[src/rtl/ffba_pkg.sv]
// shared types, constants and codes for the first-fit block allocator
package ffba_pkg;

  localparam int MaxBlocks = 64;
  localparam int SlotW = $clog2(MaxBlocks);
  localparam int AddrW = 48;
  localparam int SizeW = 33;
  localparam int CountW = $clog2(MaxBlocks + 1);
  localparam logic [SizeW-1:0] PoolSizeReset = SizeW'(128 * 1024 * 1024);

  typedef logic [SlotW-1:0] slot_t;
  typedef logic [AddrW-1:0] addr_t;
  typedef logic [SizeW-1:0] size_t;

  typedef enum logic [2:0] {
    ST_OK        = 3'd0,
    ST_NO_FIT    = 3'd1,
    ST_ZERO      = 3'd2,
    ST_FULL      = 3'd3,
    ST_NOT_FOUND = 3'd4
  } status_t;

  localparam logic CMD_ALLOC = 1'b0;
  localparam logic CMD_FREE  = 1'b1;

  localparam logic REG_POOL_BASE = 1'b0;
  localparam logic REG_POOL_SIZE = 1'b1;

  typedef struct packed {
    logic  command;
    size_t alloc_size;
    addr_t free_address;
  } in_item_t;

  typedef struct packed {
    addr_t block_address;
    logic [2:0] status;
  } out_item_t;

  // datapath operations chosen by the controller
  typedef enum logic [3:0] {
    OP_NONE,
    OP_INIT,
    OP_RD,
    OP_SPLIT_A,
    OP_SPLIT_B,
    OP_SET_FREE,
    OP_LD_SUCC,
    OP_WR_BLK,
    OP_WR_PREV,
    OP_TAIL,
    OP_RELEASE
  } op_t;

  typedef struct packed {
    op_t   op;
    slot_t slot;
    slot_t slot_b;
    slot_t link;
    addr_t start;
    size_t free_bytes;
    logic  set_tail;
    slot_t tail_val;
  } dp_cmd_t;

  typedef struct packed {
    addr_t rd_start;
    size_t rd_free;
    slot_t rd_link;
    slot_t tail;
    logic  have_slot;
    slot_t free_slot;
  } dp_stat_t;

endpackage

[src/rtl/ffba_controller.sv]
// sequencer for allocate and free list walks
module ffba_controller import ffba_pkg::*; (
  input  logic      clk,
  input  logic      rst,
  input  logic      in_valid,
  output logic      in_ready,
  input  in_item_t  in_data,
  output logic      out_valid,
  input  logic      out_ready,
  output out_item_t out_data,
  input  logic      cfg_valid,
  output logic      cfg_ready,
  input  logic      cfg_index,
  input  addr_t     cfg_data,
  output addr_t     pool_base,
  output size_t     pool_size,
  output dp_cmd_t   cmd,
  input  dp_stat_t  stat
);

  typedef enum logic [4:0] {
    S_INIT, S_IDLE, S_SETTLE,
    S_A_TAIL, S_A_TAIL_W, S_A_TAIL_SPLIT,
    S_A_WALK_CUR, S_A_WALK_CUR_W, S_A_WALK_NXT, S_A_WALK_NXT_W, S_A_FIT,
    S_A_SPLIT2,
    S_F_PREV, S_F_PREV_W, S_F_BLK, S_F_BLK_W, S_F_SUCC, S_F_SUCC_W,
    S_F_ACT, S_F_REL, S_DONE
  } state_t;

  state_t state;
  logic cmd_q;
  size_t size_q;
  addr_t addr_q;
  slot_t cur, nxt, prev, blk, succ, ns_q;
  addr_t cur_start, blk_start, succ_start;
  size_t cur_free, prev_free, succ_free;
  slot_t cur_link, succ_link;
  logic [CountW-1:0] count;
  size_t blk_bytes;
  logic mp, mn;
  logic mp_q, mn_q;

  assign in_ready = (state == S_IDLE) && !out_valid && !cfg_valid;
  assign cfg_ready = (state == S_IDLE) && !out_valid;

  assign blk_bytes = SizeW'(succ_start - blk_start);
  assign mp = (prev_free != '0) && (prev != stat.tail);
  assign mn = (succ_free != '0) || (succ == stat.tail);

  always_comb begin
    cmd = '0;
    cmd.op = OP_NONE;
    unique case (state)
      S_INIT: cmd.op = OP_INIT;
      S_A_TAIL, S_F_PREV: cmd.slot = stat.tail;
      S_A_TAIL_SPLIT: begin
        cmd.op = OP_SPLIT_A; cmd.slot = cur; cmd.free_bytes = '0; cmd.link = ns_q;
      end
      S_A_WALK_CUR: cmd.slot = cur;
      S_A_WALK_NXT: cmd.slot = nxt;
      S_A_SPLIT2: begin
        cmd.op = OP_SPLIT_B; cmd.slot = ns_q; cmd.link = cur_link;
        cmd.free_bytes = cur_free - size_q; cmd.start = cur_start + AddrW'(size_q);
        cmd.set_tail = (state == S_A_SPLIT2) && (cur == stat.tail);
        cmd.tail_val = ns_q;
      end
      S_A_FIT: begin
        cmd.op = OP_SPLIT_A; cmd.slot = nxt; cmd.free_bytes = '0;
        cmd.link = (cur_free > size_q) ? ns_q : cur_link;
      end
      S_F_BLK: cmd.slot = blk;
      S_F_SUCC: cmd.slot = succ;
      S_F_ACT: begin
        if (mp && mn) begin
          cmd.op = OP_WR_PREV; cmd.slot = prev; cmd.link = succ_link;
          cmd.free_bytes = prev_free + succ_free + blk_bytes;
          cmd.set_tail = (succ == stat.tail); cmd.tail_val = prev;
        end else if (mp) begin
          cmd.op = OP_WR_PREV; cmd.slot = prev; cmd.link = succ;
          cmd.free_bytes = prev_free + blk_bytes;
        end else if (mn) begin
          cmd.op = OP_SET_FREE; cmd.slot = blk; cmd.link = succ_link;
          cmd.free_bytes = blk_bytes + succ_free;
          cmd.set_tail = (succ == stat.tail); cmd.tail_val = blk;
        end else begin
          cmd.op = OP_SET_FREE; cmd.slot = blk; cmd.link = succ; cmd.free_bytes = blk_bytes;
        end
      end
      S_F_REL: begin
        cmd.op = OP_RELEASE;
        cmd.slot = mp_q ? blk : succ;
        cmd.slot_b = (mp_q && mn_q) ? succ : (mp_q ? blk : succ);
      end
      default: cmd.op = OP_NONE;
    endcase
  end

  always_ff @(posedge clk) begin
    if (rst) begin
      state <= S_INIT;
      out_valid <= 1'b0;
      pool_base <= '0;
      pool_size <= PoolSizeReset;
    end else begin
      if (out_valid && out_ready) out_valid <= 1'b0;
      unique case (state)
        S_INIT: state <= S_IDLE;
        S_IDLE: begin
          if (cfg_valid && cfg_ready) begin
            if (cfg_index == REG_POOL_BASE) pool_base <= cfg_data;
            else pool_size <= SizeW'(cfg_data);
            state <= S_INIT;
          end else if (in_valid && in_ready) begin
            cmd_q <= in_data.command;
            size_q <= in_data.alloc_size;
            addr_q <= in_data.free_address;
            out_data <= '0;
            state <= S_SETTLE;
          end
        end
        S_SETTLE: begin
          ns_q <= stat.free_slot;
          count <= '0;
          if (cmd_q == CMD_FREE) state <= S_F_PREV;
          else if (size_q == '0) begin
            out_data.status <= ST_ZERO; state <= S_DONE;
          end else state <= S_A_TAIL;
        end
        S_A_TAIL: begin cur <= stat.tail; state <= S_A_TAIL_W; end
        S_A_TAIL_W: begin
          cur_free <= stat.rd_free; cur_start <= stat.rd_start; cur_link <= stat.rd_link;
          if (stat.rd_free >= size_q) begin
            if (!stat.have_slot) begin
              out_data.status <= ST_FULL; state <= S_DONE;
            end else begin
              out_data.block_address <= stat.rd_start;
              state <= S_A_TAIL_SPLIT;
            end
          end else state <= S_A_WALK_CUR;
        end
        S_A_TAIL_SPLIT: state <= S_A_SPLIT2;
        S_A_WALK_CUR: state <= S_A_WALK_CUR_W;
        S_A_WALK_CUR_W: begin nxt <= stat.rd_link; state <= S_A_WALK_NXT; end
        S_A_WALK_NXT: state <= S_A_WALK_NXT_W;
        S_A_WALK_NXT_W: begin
          count <= count + 1'b1;
          cur_free <= stat.rd_free; cur_start <= stat.rd_start; cur_link <= stat.rd_link;
          if (stat.rd_free >= size_q) begin
            if (stat.rd_free > size_q && !stat.have_slot) begin
              out_data.status <= ST_FULL; state <= S_DONE;
            end else begin
              out_data.block_address <= stat.rd_start;
              state <= S_A_FIT;
            end
          end else if (nxt == stat.tail || count == CountW'(MaxBlocks - 1)) begin
            out_data.status <= ST_NO_FIT; state <= S_DONE;
          end else begin
            cur <= nxt; state <= S_A_WALK_CUR;
          end
        end
        S_A_FIT: begin
          cur <= nxt;
          state <= (cur_free > size_q) ? S_A_SPLIT2 : S_DONE;
        end
        S_A_SPLIT2: state <= S_DONE;
        S_F_PREV: begin prev <= stat.tail; state <= S_F_PREV_W; end
        S_F_PREV_W: begin
          prev_free <= stat.rd_free;
          blk <= stat.rd_link;
          count <= count + 1'b1;
          if (stat.rd_link == stat.tail || count == CountW'(MaxBlocks)) begin
            out_data.status <= ST_NOT_FOUND; state <= S_DONE;
          end else state <= S_F_BLK;
        end
        S_F_BLK: state <= S_F_BLK_W;
        S_F_BLK_W: begin
          blk_start <= stat.rd_start;
          succ <= stat.rd_link;
          if (stat.rd_start == addr_q) state <= S_F_SUCC;
          else begin
            prev <= blk; prev_free <= stat.rd_free;
            blk <= stat.rd_link;
            count <= count + 1'b1;
            if (stat.rd_link == stat.tail || count == CountW'(MaxBlocks)) begin
              out_data.status <= ST_NOT_FOUND; state <= S_DONE;
            end else state <= S_F_BLK;
          end
        end
        S_F_SUCC: state <= S_F_SUCC_W;
        S_F_SUCC_W: begin
          succ_start <= stat.rd_start; succ_free <= stat.rd_free; succ_link <= stat.rd_link;
          state <= S_F_ACT;
        end
        S_F_ACT: begin
          // merge choice held before the tail moves
          mp_q <= mp;
          mn_q <= mn;
          state <= (mp || mn) ? S_F_REL : S_DONE;
        end
        S_F_REL: state <= S_DONE;
        S_DONE: begin out_valid <= 1'b1; state <= S_IDLE; end
        default: state <= S_IDLE;
      endcase
    end
  end

endmodule

[config.mk]
export PLATFORM = sky130hd
export DESIGN_NAME = ffba_controller
export DESIGN_NICKNAME = d
export VERILOG_FILES = /design/src/rtl/ffba_pkg.sv /design/src/rtl/ffba_controller.sv
export SDC_FILE = /design/constraint.sdc
export NUM_CORES = 1
export LEC_CHECK = 0
export ABC_AREA = 0
export BUFFER_PORTS_ARGS = -buffer_cell sky130_fd_sc_hd__buf_2
export CORE_MARGIN = 1
export CORE_UTILIZATION = 45
export CTS_BUF_LIST = sky130_fd_sc_hd__clkbuf_4 sky130_fd_sc_hd__clkbuf_8
export DETAILED_ROUTE_END_ITERATION = 12
export PLACE_DENSITY = 0.66
export SLEW_MARGIN = 20
export SYNTH_ARGS = -nofsm -noshare
export SYNTH_HDL_FRONTEND = slang
export SYNTH_SLANG_ARGS = --single-unit
[constraint.sdc]
create_clock -name clk -period 23.4 [get_ports clk]
set_input_delay 4.68 -clock clk [delete_from_list [all_inputs] [get_ports clk]]
set_output_delay 4.68 -clock clk [all_outputs]
set_load 0.02 [all_outputs]
### Word level (Yosys, flattened, before mapping)

Cells that the tools add are included.
Widths: inputs -> output; s select.

* flip-flop bits (word level): 490
* input bits: 236

* add/sub/neg operators: 8
* order comparisons: 3
* equal/unequal tests: 43
* muxes and demuxes: 63
* bitwise gates (word level): 3
* reduce and logical (&&, ||, !) cells: 50

Operator list (count)
* $mux 48: 4
* $mux 51: 3
* $pmux 48 s3: 1
* $add 33x33->33: 4
* $pmux 33 s2: 2
* $mux 33: 3
* $pmux 5 s18: 1
* $gt 33x33->1: 2
* $mux 6: 11
* $reduce_bool 33->1: 2
* $sub 33x33->33: 2
* $mux 5: 12
* $add 48x33->48: 1
* $eq 48x48->1: 1
* $pmux 6 s8: 1
* $eq 5x4->1 const B: 8
* $mux 40: 1
* $ge 33x33->1: 1
* $logic_not 33->1: 1
* $mux 3: 9
* $eq 5x5->1 const B: 5
* $eq 6x6->1: 4
* $pmux 6 s2: 2
* $pmux 6 s4: 1
* 33 further kinds: 88

### Depth between registers and ports, before layout

* word-level depth: 7
* mapped depth: 27

### Worst setup path after synthesis

OpenSTA, ideal clock, no wires.

* kind: input-to-reg
* start point: input port stat[20] (netlist bit)
* end point: register out_data[10] (netlist bit) (enable)
* setup time: 0.712 ns
* data arrival time: 13.890 ns
* data required time: 22.688 ns
* setup slack: 8.799 ns
* stages on the path: 12
* path through: ha_1 -> nor2b_1 -> o21a_1 -> o21a_1 -> o21ai_0 -> a21oi_1 -> o31ai_1 -> o211ai_1 -> a21o_1 -> a21oi_1 -> nor2_1 -> a2111oi_0

* cells in the longest elaborated chain, start to end: 4
* elaborated cells between the ends (all ways): 7
* those cells by class: 2 x order compare; 3 x eq/ne; 2 x reduce/logical

RTL lines
* start: declaration: RTL line ffba_controller.sv:18 `input dp_stat_t stat`
* $gt 33x33->1: RTL line ffba_controller.sv:149 `if (stat.rd_free > size_q && !stat.have_slot) begin`
* $logic_and 1x1->1: RTL line ffba_controller.sv:149
* $ne 2x2->1 (no line)
* $reduce_and 8->1 (no line) *
* end: declaration: RTL line ffba_controller.sv:10 `output out_item_t out_data,`

Mark *: on every way between the ends. The rest lies on a longest branch, timed or not.
A chain may end at the register's enable or synchronous reset.

==> metrics.md <==
| Metric | Value |
|---|---|
| Status | complete, no violations |
| DR pass1 iterations | 6 |
| Met1 wire length | between 40,000 and 50,000 um |
| DRC errors left | 0 |
| Synth Area per Inst | 9.87 um^2 |
| CTS resizes | 0 |
| First-pass GRT wire length | between 150,000 and 200,000 um |
| PortBufs | 480 |
| Final RePlAce weighted congestion | between 0.9 and 1 |
| PD cells | around 53 nW/um^2 |
| Synth Area in Simple Gates | 0.136 |
| Ports | ~480 |
| Nets | 4,153 |
| Wire length on met3 | between 8000 and 9000 um |
| Final WL | about 100,000 um |
| Largest net degree at the start of global routing | 79 |
| Adder-cell share of the synthesized area | 0.116 |
| Post-synthesis mux area share | 0.00980 |
| Met2 wire length | 45,900 um |
| Post-synth EDFFs | 403 |
| Clock transition at the registers of the reported paths | 0.06 ns |
| Largest family of logic cells by synthesized area | compound AO/OA/AOI/OAI gates |
| Maximum clock frequency | between 70 and 80 MHz |
| Post-CTS setup buffers | 0 |
| Slew Limit Fails | 0 |
| Initial core utilization | 0.455 |
| Synth warnings | 0 |
| Final setup violation count | 0 |
| Slew at the pin with the worst max-slew slack | 1.06 ns |
| CTS tree | built |
| Commonest non-fill, non-tap cell in the layout | buf_2 |
| Ys flop type | edfxtp_1 |
| Min cycle time layout | 12.57 ns |
| Fin crit share | 0.537 |
| Total vias in the final route | 26,500 |
| R2R cell count | 14 |
| Pwr Total | 1.94 mW |
| GRT Util Overall | 0.288 |
| Unrepaired setup endpoints after global routing | false |
| Commonest non-fill, non-tap cells in the layout | buf_2 (479), edfxtp_1 (403), nand2_1 (350) |
| Core ar. | 68,700 um^2 |
| Initial antenna violation count | 17 |
| Routed vias/inst | 5.67 |
| Synth cell types | 85 |
| Hold-fix buffers, CTS | 0 |
| Post-synthesis compound-gate area fraction | 0.177 |
| Die width | 266 um |
| Die H | 266 um |
| Clk sinks | 490 |
| Grt ovf | 0 |
| Highest routed layer | met5 |
| Async S/R FF share, synth | 0 |
| Worst skew pair latency | 0.69 ns |
| Max Clock Skew | 0.0511 ns |
| Post-Synth XOR/XNOR Area | 0.0737 |
| Register bit count reported by yosys | 490 |
| Type of origin of the critical path | input pin |
| Vias in the first global route | 25,200 |
| Slew HR | 0.291 |
| Total Die Area | 70,600 um^2 |
| HP Class | reg2reg |
| Cts bufs inserted | 85 |
| CP Data Arrival Time | 7.89 ns |
| Crit-path max FO | 52 |
| Critical Path Sink Type | primary output |
| Number of H-tree levels | 3 |
| CP Data Required Time | between 15 and 20 ns |
| CTS Buffer Depth | 3 |
| Mapped Area | 31,300 um^2 |
| Final hold vios | 0 |
| Layout area overhead | 16.4% |
| Post-Syn Instances | 3,168 |
| Max cap viols | 0 |
| Final ANT Viol Nets | 0 |
| Hpwl dp | 83,300 um |
| WS Path Type | in2out |
| Wire per inst | 22.5 um |
| Leakage | about 16 nW |
| Setup TNS | 0 ns |
| Hold Path Depth | 2 |
| Clock tree root buffer cell | clkbuf_8 |
| Seq/Total Area, Yosys | 0.443 |
| DRT iter0 DRCs | 2,445 |
| Rows | 96 |
| Syn_nets | 3,670 |
| Peak VDD IR | 53.3 uV |
| Layout cell share with drive strength beyond 1 | 0.187 |
==> flip-flops by register name, summed over array words and instances, names as in the netlist, 7 cells and up <==
register and count:
addr_q 48, blk_start 33, count 7, cur_free 33, cur_start 48, out_data 51, pool_base 48, pool_size 33
prev_free 33, size_q 33, succ_free 33, succ_start 33
==> synthesized netlist by cell type (all sizes together) (31+ instances only) <==
cell / number / share of area
edfxtp: 403 / 0.39
nand2: 351 / 0.042
a21oi: 299 / 0.048
inv: 255 / 0.031
ha: 228 / 0.091
nor2: 173 / 0.021
xnor2: 162 / 0.045
o21ai: 133 / 0.022
a21o: 130 / 0.031
xor2: 101 / 0.028
clkbuf: 89 / 0.011
dfxtp: 87 / 0.056
nand3: 61 / 0.0098
and2: 53 / 0.011
nand4: 48 / 0.0096
nor4: 42 / 0.0084
nor3: 41 / 0.0066
fa: 38 / 0.024
a211oi: 35 / 0.0086
nor2b: 33 / 0.0066
nand2b: 31 / 0.0062
==> power breakdown <==
part / internal, mW / switching [mW] / total (mW) / leakage [nW]
clock network: 0.431 / 0.371 / 0.802 / 0.913
registers: 0.963 / 0.0106 / 0.973 / 4.34
logic: 0.0568 / 0.107 / 0.164 / 10.3
total: 1.45 / 0.489 / 1.94 / 15.6
==> critical path, stage by stage <==
cell and delay, ns:
buf_2 0.17, xor2_1 0.18, nor4_1 0.45, a31oi_4 0.12
buf_4 0.35, nand2b_1 0.45, nor2_1 0.72, a221o_1 0.28
a21oi_1 0.04, o21ai_0 0.19, buf_2 0.24
==> path summary, 6_finish.rpt <==
check | end | slack (ns) | start
min | pool_base[8]$_SDFFE_PP0P_ | 0.45 | pool_base[8]$_SDFFE_PP0P_
min reg2reg | pool_base[8]$_SDFFE_PP0P_ | 0.45 | pool_base[8]$_SDFFE_PP0P_
max reg2reg | out_data[8]$_SDFFCE_PP0P_ | 19.07 | size_q[1]$_DFFE_PP_
max | cmd[29] | 10.83 | stat[12]
==> cell families after synthesis <==
| kind of cell | after synthesis |
|---|---|
| AND/OR/NAND/NOR | 901 |
| flip-flops | 490 |
| XOR/XNOR | 263 |
| multiplexers | 29 |
| adder cells (fa/ha/maj) | 266 |
| buffers and inverters | 362 |
| AO/OA/AOI/OAI | 857 |
==> through the flow <==
stage	hold slack, ns	std cells	cell area, um^2	setup slack (ns)	util
after floorplan	0.535	3168	31300	8.80	-
after global placement	0.439	4495	34600	10.92	0.504
after detailed placement	0.443	4495	34600	10.87	0.504
after CTS	0.452	4651	36400	10.86	0.529
after global routing	0.464	4663	36400	10.70	0.530
final	0.451	4663	36400	10.83	0.530
==> layout make-up <==
class                   instances  area [um^2]
inverters                     256          961
diodes                         12         30.0
well taps                     931         1160
clock buffers                 115         1410
repair buffers                502         2570
flip-flops and latches        490        13800
multi-input cells            2316        16100
fillers                      6383        32300
clock inverters                41          319
==> per-layer routing <==
| layer | vias to the layer above | GRT usage |
|---|---|---|
| li1 | 12500 | - |
| met1 | 12500 | 0.401 |
| met2 | 1214 | 0.436 |
| met3 | 202 | 0.0558 |
| met4 | 6 | 0.124 |
| met5 | - | 0 |
Power figures use the tool's default switching activity.
